$ cat src/rtl/rv32d_pkg.sv
package rv32d_pkg;

   localparam int XLEN = 32;

   typedef enum logic [5:0] {
      MN_ILLEGAL = 6'd0,
      MN_LUI     = 6'd1,
      MN_AUIPC   = 6'd2,
      MN_JAL     = 6'd3,
      MN_JALR    = 6'd4,
      MN_BEQ     = 6'd5,
      MN_BNE     = 6'd6,
      MN_BLT     = 6'd7,
      MN_BGE     = 6'd8,
      MN_BLTU    = 6'd9,
      MN_BGEU    = 6'd10,
      MN_LB      = 6'd11,
      MN_LH      = 6'd12,
      MN_LW      = 6'd13,
      MN_LBU     = 6'd14,
      MN_LHU     = 6'd15,
      MN_SB      = 6'd16,
      MN_SH      = 6'd17,
      MN_SW      = 6'd18,
      MN_ADDI    = 6'd19,
      MN_SLTI    = 6'd20,
      MN_SLTIU   = 6'd21,
      MN_XORI    = 6'd22,
      MN_ORI     = 6'd23,
      MN_ANDI    = 6'd24,
      MN_SLLI    = 6'd25,
      MN_SRLI    = 6'd26,
      MN_SRAI    = 6'd27,
      MN_ADD     = 6'd28,
      MN_SUB     = 6'd29,
      MN_SLL     = 6'd30,
      MN_SLT     = 6'd31,
      MN_SLTU    = 6'd32,
      MN_XOR     = 6'd33,
      MN_SRL     = 6'd34,
      MN_SRA     = 6'd35,
      MN_OR      = 6'd36,
      MN_AND     = 6'd37,
      MN_ECALL   = 6'd38,
      MN_EBREAK  = 6'd39,
      MN_CSRRW   = 6'd40,
      MN_CSRRS   = 6'd41,
      MN_CSRRC   = 6'd42,
      MN_CSRRWI  = 6'd43,
      MN_CSRRSI  = 6'd44,
      MN_CSRRCI  = 6'd45
   } mnemonic_type;

   // major opcodes
   localparam logic [6:0] OP_LUI    = 7'h37;
   localparam logic [6:0] OP_AUIPC  = 7'h17;
   localparam logic [6:0] OP_JAL    = 7'h6f;
   localparam logic [6:0] OP_JALR   = 7'h67;
   localparam logic [6:0] OP_BRANCH = 7'h63;
   localparam logic [6:0] OP_LOAD   = 7'h03;
   localparam logic [6:0] OP_STORE  = 7'h23;
   localparam logic [6:0] OP_ALUIMM = 7'h13;
   localparam logic [6:0] OP_ALU    = 7'h33;
   localparam logic [6:0] OP_SYSTEM = 7'h73;

   // funct3 codes
   localparam logic [2:0] F3_BEQ  = 3'd0;
   localparam logic [2:0] F3_BNE  = 3'd1;
   localparam logic [2:0] F3_BLT  = 3'd4;
   localparam logic [2:0] F3_BGE  = 3'd5;
   localparam logic [2:0] F3_BLTU = 3'd6;
   localparam logic [2:0] F3_BGEU = 3'd7;

   localparam logic [2:0] F3_LB  = 3'd0;
   localparam logic [2:0] F3_LH  = 3'd1;
   localparam logic [2:0] F3_LW  = 3'd2;
   localparam logic [2:0] F3_LBU = 3'd4;
   localparam logic [2:0] F3_LHU = 3'd5;

   localparam logic [2:0] F3_SB = 3'd0;
   localparam logic [2:0] F3_SH = 3'd1;
   localparam logic [2:0] F3_SW = 3'd2;

   localparam logic [2:0] F3_ADD  = 3'd0;
   localparam logic [2:0] F3_SLL  = 3'd1;
   localparam logic [2:0] F3_SLT  = 3'd2;
   localparam logic [2:0] F3_SLTU = 3'd3;
   localparam logic [2:0] F3_XOR  = 3'd4;
   localparam logic [2:0] F3_SR   = 3'd5;
   localparam logic [2:0] F3_OR   = 3'd6;
   localparam logic [2:0] F3_AND  = 3'd7;

   localparam logic [2:0] F3_PRIV   = 3'd0;
   localparam logic [2:0] F3_CSRRW  = 3'd1;
   localparam logic [2:0] F3_CSRRS  = 3'd2;
   localparam logic [2:0] F3_CSRRC  = 3'd3;
   localparam logic [2:0] F3_CSRRWI = 3'd5;
   localparam logic [2:0] F3_CSRRSI = 3'd6;
   localparam logic [2:0] F3_CSRRCI = 3'd7;

   localparam logic [6:0] F7_BASE = 7'h00;
   localparam logic [6:0] F7_ALT  = 7'h20;

   localparam logic [XLEN-1:0] WORD_ECALL  = 32'h0000_0073;
   localparam logic [XLEN-1:0] WORD_EBREAK = 32'h0010_0073;

   typedef struct packed {
      logic [XLEN-1:0] address;
      logic [XLEN-1:0] instruction;
   } req_word_type;

   typedef struct packed {
      mnemonic_type           mnemonic_code;
      logic [4:0]             dest_reg;
      logic [4:0]             src1_reg;
      logic [4:0]             src2_reg;
      logic signed [XLEN-1:0] immediate;
      logic [XLEN-1:0]        target;
      logic [11:0]            csr_number;
   } rsp_word_type;

endpackage

$ cat src/rtl/rv32d_if.sv
interface rv32d_req_if;
   logic        valid;
   logic        ready;
   logic [31:0] address;
   logic [31:0] instruction;

   modport source (output valid, output address, output instruction, input ready);
   modport sink (input valid, input address, input instruction, output ready);
endinterface

interface rv32d_rsp_if;
   logic               valid;
   logic               ready;
   logic [5:0]         mnemonic_code;
   logic [4:0]         dest_reg;
   logic [4:0]         src1_reg;
   logic [4:0]         src2_reg;
   logic signed [31:0] immediate;
   logic [31:0]        target;
   logic [11:0]        csr_number;

   modport source (output valid, output mnemonic_code, output dest_reg, output src1_reg,
                   output src2_reg, output immediate, output target, output csr_number,
                   input ready);
   modport sink (input valid, input mnemonic_code, input dest_reg, input src1_reg,
                 input src2_reg, input immediate, input target, input csr_number,
                 output ready);
endinterface

$ cat src/rtl/rv32d_decode.sv
module rv32d_decode (
   input  rv32d_pkg::req_word_type word_in,
   output rv32d_pkg::rsp_word_type word_out
);
   import rv32d_pkg::*;

   logic [XLEN-1:0] w;
   logic [6:0]      op;
   logic [2:0]      f3;
   logic [6:0]      f7;
   logic [XLEN-1:0] imm_i;
   logic [XLEN-1:0] imm_s;
   logic [XLEN-1:0] imm_b;
   logic [XLEN-1:0] imm_j;
   logic [XLEN-1:0] imm_u;
   logic [XLEN-1:0] imm_shamt;
   logic [XLEN-1:0] imm;
   logic            use_target;
   mnemonic_type    code;
   rsp_word_type    dec;

   assign w  = word_in.instruction;
   assign op = w[6:0];
   assign f3 = w[14:12];
   assign f7 = w[31:25];

   assign imm_i     = {{20{w[31]}}, w[31:20]};
   assign imm_s     = {{20{w[31]}}, w[31:25], w[11:7]};
   assign imm_b     = {{19{w[31]}}, w[31], w[7], w[30:25], w[11:8], 1'b0};
   assign imm_j     = {{11{w[31]}}, w[31], w[19:12], w[20], w[30:21], 1'b0};
   assign imm_u     = {12'd0, w[31:12]};
   assign imm_shamt = {27'd0, w[24:20]};

   always_comb begin
      code       = MN_ILLEGAL;
      imm        = '0;
      use_target = 1'b0;
      dec        = '0;
      case (op)
         OP_LUI, OP_AUIPC: begin
            code         = (op == OP_LUI) ? MN_LUI : MN_AUIPC;
            dec.dest_reg = w[11:7];
            imm          = imm_u;
         end
         OP_JAL: begin
            code         = MN_JAL;
            dec.dest_reg = w[11:7];
            imm          = imm_j;
            use_target   = 1'b1;
         end
         OP_JALR: begin
            code         = MN_JALR;
            dec.dest_reg = w[11:7];
            dec.src1_reg = w[19:15];
            imm          = imm_i;
         end
         OP_BRANCH: begin
            case (f3)
               F3_BEQ:  code = MN_BEQ;
               F3_BNE:  code = MN_BNE;
               F3_BLT:  code = MN_BLT;
               F3_BGE:  code = MN_BGE;
               F3_BLTU: code = MN_BLTU;
               F3_BGEU: code = MN_BGEU;
               default: code = MN_ILLEGAL;
            endcase
            dec.src1_reg = w[19:15];
            dec.src2_reg = w[24:20];
            imm          = imm_b;
            use_target   = 1'b1;
         end
         OP_LOAD: begin
            case (f3)
               F3_LB:   code = MN_LB;
               F3_LH:   code = MN_LH;
               F3_LW:   code = MN_LW;
               F3_LBU:  code = MN_LBU;
               F3_LHU:  code = MN_LHU;
               default: code = MN_ILLEGAL;
            endcase
            dec.dest_reg = w[11:7];
            dec.src1_reg = w[19:15];
            imm          = imm_i;
         end
         OP_STORE: begin
            case (f3)
               F3_SB:   code = MN_SB;
               F3_SH:   code = MN_SH;
               F3_SW:   code = MN_SW;
               default: code = MN_ILLEGAL;
            endcase
            dec.src1_reg = w[19:15];
            dec.src2_reg = w[24:20];
            imm          = imm_s;
         end
         OP_ALUIMM: begin
            case (f3)
               F3_ADD:  code = MN_ADDI;
               F3_SLL:  code = MN_SLLI;
               F3_SLT:  code = MN_SLTI;
               F3_SLTU: code = MN_SLTIU;
               F3_XOR:  code = MN_XORI;
               F3_SR: begin
                  if (f7 == F7_BASE)     code = MN_SRLI;
                  else if (f7 == F7_ALT) code = MN_SRAI;
                  else                   code = MN_ILLEGAL;
               end
               F3_OR:   code = MN_ORI;
               F3_AND:  code = MN_ANDI;
               default: code = MN_ILLEGAL;
            endcase
            dec.dest_reg = w[11:7];
            dec.src1_reg = w[19:15];
            imm          = (f3 == F3_SLL || f3 == F3_SR) ? imm_shamt : imm_i;
         end
         OP_ALU: begin
            case (f3)
               F3_ADD: begin
                  if (f7 == F7_BASE)     code = MN_ADD;
                  else if (f7 == F7_ALT) code = MN_SUB;
                  else                   code = MN_ILLEGAL;
               end
               F3_SLL:  code = MN_SLL;
               F3_SLT:  code = MN_SLT;
               F3_SLTU: code = MN_SLTU;
               F3_XOR:  code = MN_XOR;
               F3_SR: begin
                  if (f7 == F7_BASE)     code = MN_SRL;
                  else if (f7 == F7_ALT) code = MN_SRA;
                  else                   code = MN_ILLEGAL;
               end
               F3_OR:   code = MN_OR;
               F3_AND:  code = MN_AND;
               default: code = MN_ILLEGAL;
            endcase
            dec.dest_reg = w[11:7];
            dec.src1_reg = w[19:15];
            dec.src2_reg = w[24:20];
         end
         OP_SYSTEM: begin
            if (f3 == F3_PRIV) begin
               // only the two exact words are legal here
               if (w == WORD_ECALL)       code = MN_ECALL;
               else if (w == WORD_EBREAK) code = MN_EBREAK;
               else                       code = MN_ILLEGAL;
            end else begin
               case (f3)
                  F3_CSRRW:  code = MN_CSRRW;
                  F3_CSRRS:  code = MN_CSRRS;
                  F3_CSRRC:  code = MN_CSRRC;
                  F3_CSRRWI: code = MN_CSRRWI;
                  F3_CSRRSI: code = MN_CSRRSI;
                  F3_CSRRCI: code = MN_CSRRCI;
                  default:   code = MN_ILLEGAL;
               endcase
               dec.dest_reg   = w[11:7];
               dec.src1_reg   = w[19:15];
               dec.csr_number = w[31:20];
            end
         end
         default: code = MN_ILLEGAL;
      endcase

      dec.mnemonic_code = code;
      dec.immediate     = $signed(imm);
      dec.target        = use_target ? (word_in.address + imm) : '0;

      // an illegal word reports nothing but its code
      if (code == MN_ILLEGAL) begin
         dec = '0;
      end
   end

   assign word_out = dec;

endmodule

$ cat src/rtl/rv32i_instruction_decoder.sv
// RV32I instruction decoder.
//
// req_port (sink): one word per instruction, carrying its byte address and
// the raw 32-bit instruction. rsp_port (source): one word per instruction
// with the mnemonic code (0 = illegal), rd/rs1/rs2, the immediate, the
// jal/branch target (address + immediate, wrapping) and the CSR number.
// Both channels use valid/ready; a word moves when both are high.
//
// One register holds the incoming word; the decode logic and target adder
// sit between it and the result register, which loads when it is empty or
// being drained. Throughput is 1 word per clock; words flow back to back
// as long as rsp_port.ready stays high.
//
// reset (synchronous, active high) empties both registers; nothing is
// pending afterwards. When the receiver stalls, the result register holds
// its word, the input register fills behind it, and only then does
// req_port.ready drop. Ready comes back the cycle the stall clears.
module rv32i_instruction_decoder (
   input logic        clock,
   input logic        reset,
   rv32d_req_if.sink   req_port,
   rv32d_rsp_if.source rsp_port
);
   import rv32d_pkg::*;

   // input register
   logic         in_valid_ff;
   logic         in_valid_in;
   req_word_type in_word_ff;

   // result register
   logic         out_valid_ff;
   logic         out_valid_in;
   rsp_word_type out_word_ff;

   rsp_word_type decoded;
   logic         out_load;
   logic         in_load;

   // result register takes a new word when it is empty or being drained
   assign out_load = !out_valid_ff || rsp_port.ready;
   // input register can take a word when it is empty or moving forward
   assign in_load  = !in_valid_ff || out_load;

   assign req_port.ready = in_load;

   assign in_valid_in  = in_load ? req_port.valid : in_valid_ff;
   assign out_valid_in = out_load ? in_valid_ff : out_valid_ff;

   rv32d_decode u_decode (
      .word_in  (in_word_ff),
      .word_out (decoded)
   );

   always_ff @(posedge clock) begin
      if (reset) begin
         in_valid_ff  <= 1'b0;
         out_valid_ff <= 1'b0;
      end else begin
         in_valid_ff  <= in_valid_in;
         out_valid_ff <= out_valid_in;
      end
   end

   // payload, no reset needed
   always_ff @(posedge clock) begin
      if (in_load && req_port.valid) begin
         in_word_ff.address     <= req_port.address;
         in_word_ff.instruction <= req_port.instruction;
      end
      if (out_load && in_valid_ff) begin
         out_word_ff <= decoded;
      end
   end

   assign rsp_port.valid         = out_valid_ff;
   assign rsp_port.mnemonic_code = out_word_ff.mnemonic_code;
   assign rsp_port.dest_reg      = out_word_ff.dest_reg;
   assign rsp_port.src1_reg      = out_word_ff.src1_reg;
   assign rsp_port.src2_reg      = out_word_ff.src2_reg;
   assign rsp_port.immediate     = out_word_ff.immediate;
   assign rsp_port.target        = out_word_ff.target;
   assign rsp_port.csr_number    = out_word_ff.csr_number;

endmodule

$ cat src/flat_wrapper.sv
// flat-port wrapper written by rule: the top's interface ports become plain ports
module rv32i_instruction_decoder_flat import rv32d_pkg::*;
  (clock, reset, req_port_valid, req_port_address, req_port_instruction, req_port_ready, rsp_port_valid, rsp_port_mnemonic_code, rsp_port_dest_reg, rsp_port_src1_reg, rsp_port_src2_reg, rsp_port_immediate, rsp_port_target, rsp_port_csr_number, rsp_port_ready);
  rv32d_req_if req_port_i ();
  rv32d_rsp_if rsp_port_i ();
  input logic clock;
  input logic reset;
  input wire logic [$bits(req_port_i.valid)-1:0] req_port_valid;
  input wire logic [$bits(req_port_i.address)-1:0] req_port_address;
  input wire logic [$bits(req_port_i.instruction)-1:0] req_port_instruction;
  output wire logic [$bits(req_port_i.ready)-1:0] req_port_ready;
  output wire logic [$bits(rsp_port_i.valid)-1:0] rsp_port_valid;
  output wire logic [$bits(rsp_port_i.mnemonic_code)-1:0] rsp_port_mnemonic_code;
  output wire logic [$bits(rsp_port_i.dest_reg)-1:0] rsp_port_dest_reg;
  output wire logic [$bits(rsp_port_i.src1_reg)-1:0] rsp_port_src1_reg;
  output wire logic [$bits(rsp_port_i.src2_reg)-1:0] rsp_port_src2_reg;
  output wire logic [$bits(rsp_port_i.immediate)-1:0] rsp_port_immediate;
  output wire logic [$bits(rsp_port_i.target)-1:0] rsp_port_target;
  output wire logic [$bits(rsp_port_i.csr_number)-1:0] rsp_port_csr_number;
  input wire logic [$bits(rsp_port_i.ready)-1:0] rsp_port_ready;
  assign req_port_i.valid = req_port_valid;
  assign req_port_i.address = req_port_address;
  assign req_port_i.instruction = req_port_instruction;
  assign req_port_ready = req_port_i.ready;
  assign rsp_port_valid = rsp_port_i.valid;
  assign rsp_port_mnemonic_code = rsp_port_i.mnemonic_code;
  assign rsp_port_dest_reg = rsp_port_i.dest_reg;
  assign rsp_port_src1_reg = rsp_port_i.src1_reg;
  assign rsp_port_src2_reg = rsp_port_i.src2_reg;
  assign rsp_port_immediate = rsp_port_i.immediate;
  assign rsp_port_target = rsp_port_i.target;
  assign rsp_port_csr_number = rsp_port_i.csr_number;
  assign rsp_port_i.ready = rsp_port_ready;
  rv32i_instruction_decoder u_core (.clock(clock), .reset(reset), .req_port(req_port_i), .rsp_port(rsp_port_i));
endmodule
$ cat config.mk
export PLATFORM = sky130hd
export DESIGN_NAME = rv32i_instruction_decoder_flat
export DESIGN_NICKNAME = d
export VERILOG_FILES = /design/src/rtl/rv32d_pkg.sv /design/src/rtl/rv32d_if.sv /design/src/rtl/rv32d_decode.sv /design/src/rtl/rv32i_instruction_decoder.sv /design/src/flat_wrapper.sv
export SDC_FILE = /design/constraint.sdc
export NUM_CORES = 1
export LEC_CHECK = 0
export ABC_AREA = 1
export BUFFER_PORTS_ARGS = -buffer_cell sky130_fd_sc_hd__buf_2
export CORE_ASPECT_RATIO = 1.1
export CORE_MARGIN = 2
export CORE_UTILIZATION = 45
export CTS_CLUSTER_DIAMETER = 100
export CTS_CLUSTER_SIZE = 10
export DETAILED_ROUTE_END_ITERATION = 12
export PLACE_DENSITY = 0.73
export SYNTH_ARGS = -nofsm -noshare
export SYNTH_HDL_FRONTEND = slang
export SYNTH_SLANG_ARGS = --single-unit
$ cat constraint.sdc
create_clock -name clock -period 9 [get_ports clock]
set_input_delay 0.9 -clock clock [delete_from_list [all_inputs] [get_ports clock]]
set_output_delay 0.9 -clock clock [all_outputs]
set_load 0.05 [all_outputs]
==> results.sh <==
export IMPL_num_vias=6944
export IMPL_first_pass_iters=5
export IMPL_swShare=0.2759
export IMPL_clock_sinks=152
export IMPL_worst_pin_slew_ps=1150
export IMPL_portBuffers=166
export IMPL_ys_ff_latch=152
export IMPL_critPathCaptureType="flop"
export IMPL_critical_path_reg2reg_startpoint="u_core.in_word_ff[5]"
export IMPL_totalWireLength_mm=22.02
export IMPL_core_area_sq_um=18410
export IMPL_final_nets=1218
export IMPL_worstHoldPathType="flop to flop"
export IMPL_gp_congestion=0.9625
export IMPL_hold_buffers=0
export IMPL_synth_edf_count=150
export IMPL_layout_drive_gt1_share=0.1927
export IMPL_crit_path_max_fanout=14
export IMPL_ys_warn_count=0
export IMPL_min_to="u_core.in_valid_ff"
export IMPL_cts_clk_slew_worst_paths_ps=60
export IMPL_worst_slack_ps=5144
export IMPL_hold_depth=2
export IMPL_drv_cap=0
export IMPL_finClkSkew_ps=9.887
export IMPL_pwr_share_clk=0.394
export IMPL_tns_ps=0
export IMPL_rsz0062_at_grt="no"
export IMPL_rr_endpoint="u_core.rsp_port.target[20]"
export IMPL_wire_per_inst_um=16.02
export IMPL_post_cts_setup_buffer_count=0
export IMPL_ir_drop_mv=0.1503
export IMPL_fillCellCount=1704
export IMPL_p_seq_frac=0.492
export IMPL_diodes=0
export IMPL_grt_max_degree=87
export IMPL_rr_worst_depth=19
export IMPL_grt_pass1_vias=6558
export IMPL_detailedPlace_worstSlack_ps=5219
export IMPL_synthFlopType="edfxtp_1"
export IMPL_intPower_mw=1.218
export IMPL_p_sw_mw=0.4640
export IMPL_worstSetupStartpointType="flop"
export IMPL_vias_per_cell=5.054
export IMPL_dr_first_iter_drc_count=556
export IMPL_yosysSeqAreaShare=0.5390
export IMPL_arrival_ps=4030
export IMPL_syn2layout_area_growth_pct=18.12
export IMPL_grtUsageTotal=0.2244
export IMPL_syn_inst=953
export IMPL_rows=52
export IMPL_period_minus_slack_ps=3856
export IMPL_p_per_area_nw_per_um2=168.9
export IMPL_cts_buffers=17
export IMPL_cts_tree="yes"
export IMPL_min_delay_start="u_core.in_valid_ff"
export IMPL_cts_buffer_depth=2
export IMPL_crit_start="u_core.in_word_ff[5]"
export IMPL_hold_violations=0
export IMPL_path_class="flop to flop"
export IMPL_ant_nets=0
export IMPL_status="finished, final reports clean"
export IMPL_p_leak_nw=4.897
export IMPL_synthArstFlopShare=0
export IMPL_start_util=0.4579
export IMPL_drc=0
export IMPL_syn_avg_cell_area_sq_um=8.846
export IMPL_htree_levels=4
export IMPL_syn_nets=1053
export IMPL_timing_hold_ws_ps=524.9
export IMPL_relSlewSlack=0.2331
export IMPL_finalCritPeriodShare=0.4284
export IMPL_cts_resized_gates=0
export IMPL_cp_required_ps=9180
export IMPL_max_freq_mhz=259.4
export IMPL_die_area_sq_um=19850
export IMPL_dpl_hpwl_mm=17.05
export IMPL_dp_cells=1342
export IMPL_gr_total_overflow=0
export IMPL_clk_latency_ps=440
export IMPL_p_comb_frac=0.114
export IMPL_largest_register="u_core.in_word_ff"
export IMPL_final_cell_mix="nand2_1, nor2_1, buf_2, edfxtp_1, inv_1"
export IMPL_die_h_um=147.6
export IMPL_die_w_um=134.5
export IMPL_regToRegSetupSlack_ps=5140
export IMPL_slew_violations=0
export IMPL_largest_reg_flops=64
export IMPL_final_common_cell="nand2_1"
export IMPL_setup_viol=0
export IMPL_antenna_found_initial=0
export IMPL_grt_pass1_wl_mm=33.53
export IMPL_synth_area_sq_um=8431
export IMPL_cts_root_buf="clkbuf_16"
export IMPL_multi_input_area_sq_um=3136
export IMPL_final_cells=1374
export IMPL_io_pins=167
export IMPL_ys_types=34
export IMPL_layout_area_seq_sq_um=4544
-- logic make-up (layout without fill, tap and decap cells) --
group,count (synthesis),after routing,share of synthesized area
adders and majority gates,32,32,0.04838
DFF,152,152,0.5390
AOI/OAI and AO/OA,108,108,0.07465
buffers and inverters,177,355,0.09038
and+or+nand+nor,464,464,0.2268
xor gates and xnor gates,20,20,0.02078
-- cell usage after synthesis (6+ instances only) --
cell | count | area share
inv_1 | 149 | 0.066
nor2_1 | 180 | 0.080
nor3_1 | 7 | 0.0042
buf_4 | 14 | 0.012
buf_6 | 6 | 0.0080
xnor2_1 | 11 | 0.011
inv_2 | 6 | 0.0027
nand2_1 | 201 | 0.089
xor2_1 | 9 | 0.0094
edfxtp_1 | 150 | 0.53
o22ai_1 | 9 | 0.0067
o21bai_1 | 7 | 0.0062
a22oi_1 | 7 | 0.0062
nand4_1 | 14 | 0.010
o21ai_0 | 23 | 0.014
ha_1 | 31 | 0.046
a21oi_1 | 41 | 0.024
nand3_1 | 46 | 0.027
-- routing by layer --
metal  track usage  wire (um)
met4        0.1021        673
met1        0.2926       9574
met3       0.04870       1474
met2        0.3599      10290
met5             0          0
-- power by group through the flow --
| stage | Clock [mW] | Sequential (mW) | Combinational, mW |
|---|---|---|---|
| global placement | 0 | 0.842 | 0.190 |
| floorplan | 0 | 0.870 | 0.105 |
| detailed placement | 0 | 0.842 | 0.190 |
| finish | 0.662 | 0.828 | 0.192 |
| CTS | 0.676 | 0.827 | 0.191 |
| global route | 0.698 | 0.830 | 0.209 |
-- per-stage QoR --
step	util	instance area, sq um	power [mW]
after CTS	0.5408	9958	1.694
after detailed placement	0.5111	9412	1.032
after global routing	0.5408	9958	1.737
after floorplan	-	8431	0.9753
after global placement	0.5111	9412	1.032
final	0.5408	9958	1.682
-- cell type report --
cell class | instances | area share
well taps | 243 | 0.03053
clock buffers | 17 | 0.04272
repair buffers | 168 | 0.08494
inverters | 155 | 0.05842
multi-input cells | 624 | 0.3149
flip-flops and latches | 152 | 0.4563
clock inverters | 15 | 0.01219
-- worst max path at each step --
stage,end,slack [ps],cells after the start
after detailed placement,u_core.rsp_port.target[28],5220,19
after global routing,u_core.rsp_port.target[28],4780,21
after CTS,u_core.rsp_port.target[28],5200,19
final,u_core.rsp_port.target[20],5140,19
after global placement,u_core.rsp_port.target[28],5300,21
after floorplan,u_core.rsp_port.csr_number[0],3340,2
-- worst max-delay path, stage by stage, from the launching register on --
cell and delay (ps):
edfxtp_1 450, nand2_1 150, nor2_1 90, nand2_1 380, nand2_1 200, a221oi_1 450, inv_1 170, fa_1 480
nand3_1 100, nand2_1 110, a21oi_1 330, inv_1 110, nand2_1 70, nand2_1 110, nand2_1 120, nand2_1 50
nand2_1 60, nand2_1 50, inv_1 50, nor2_1 40
No activity file was read; power rests on OpenSTA's default activity.
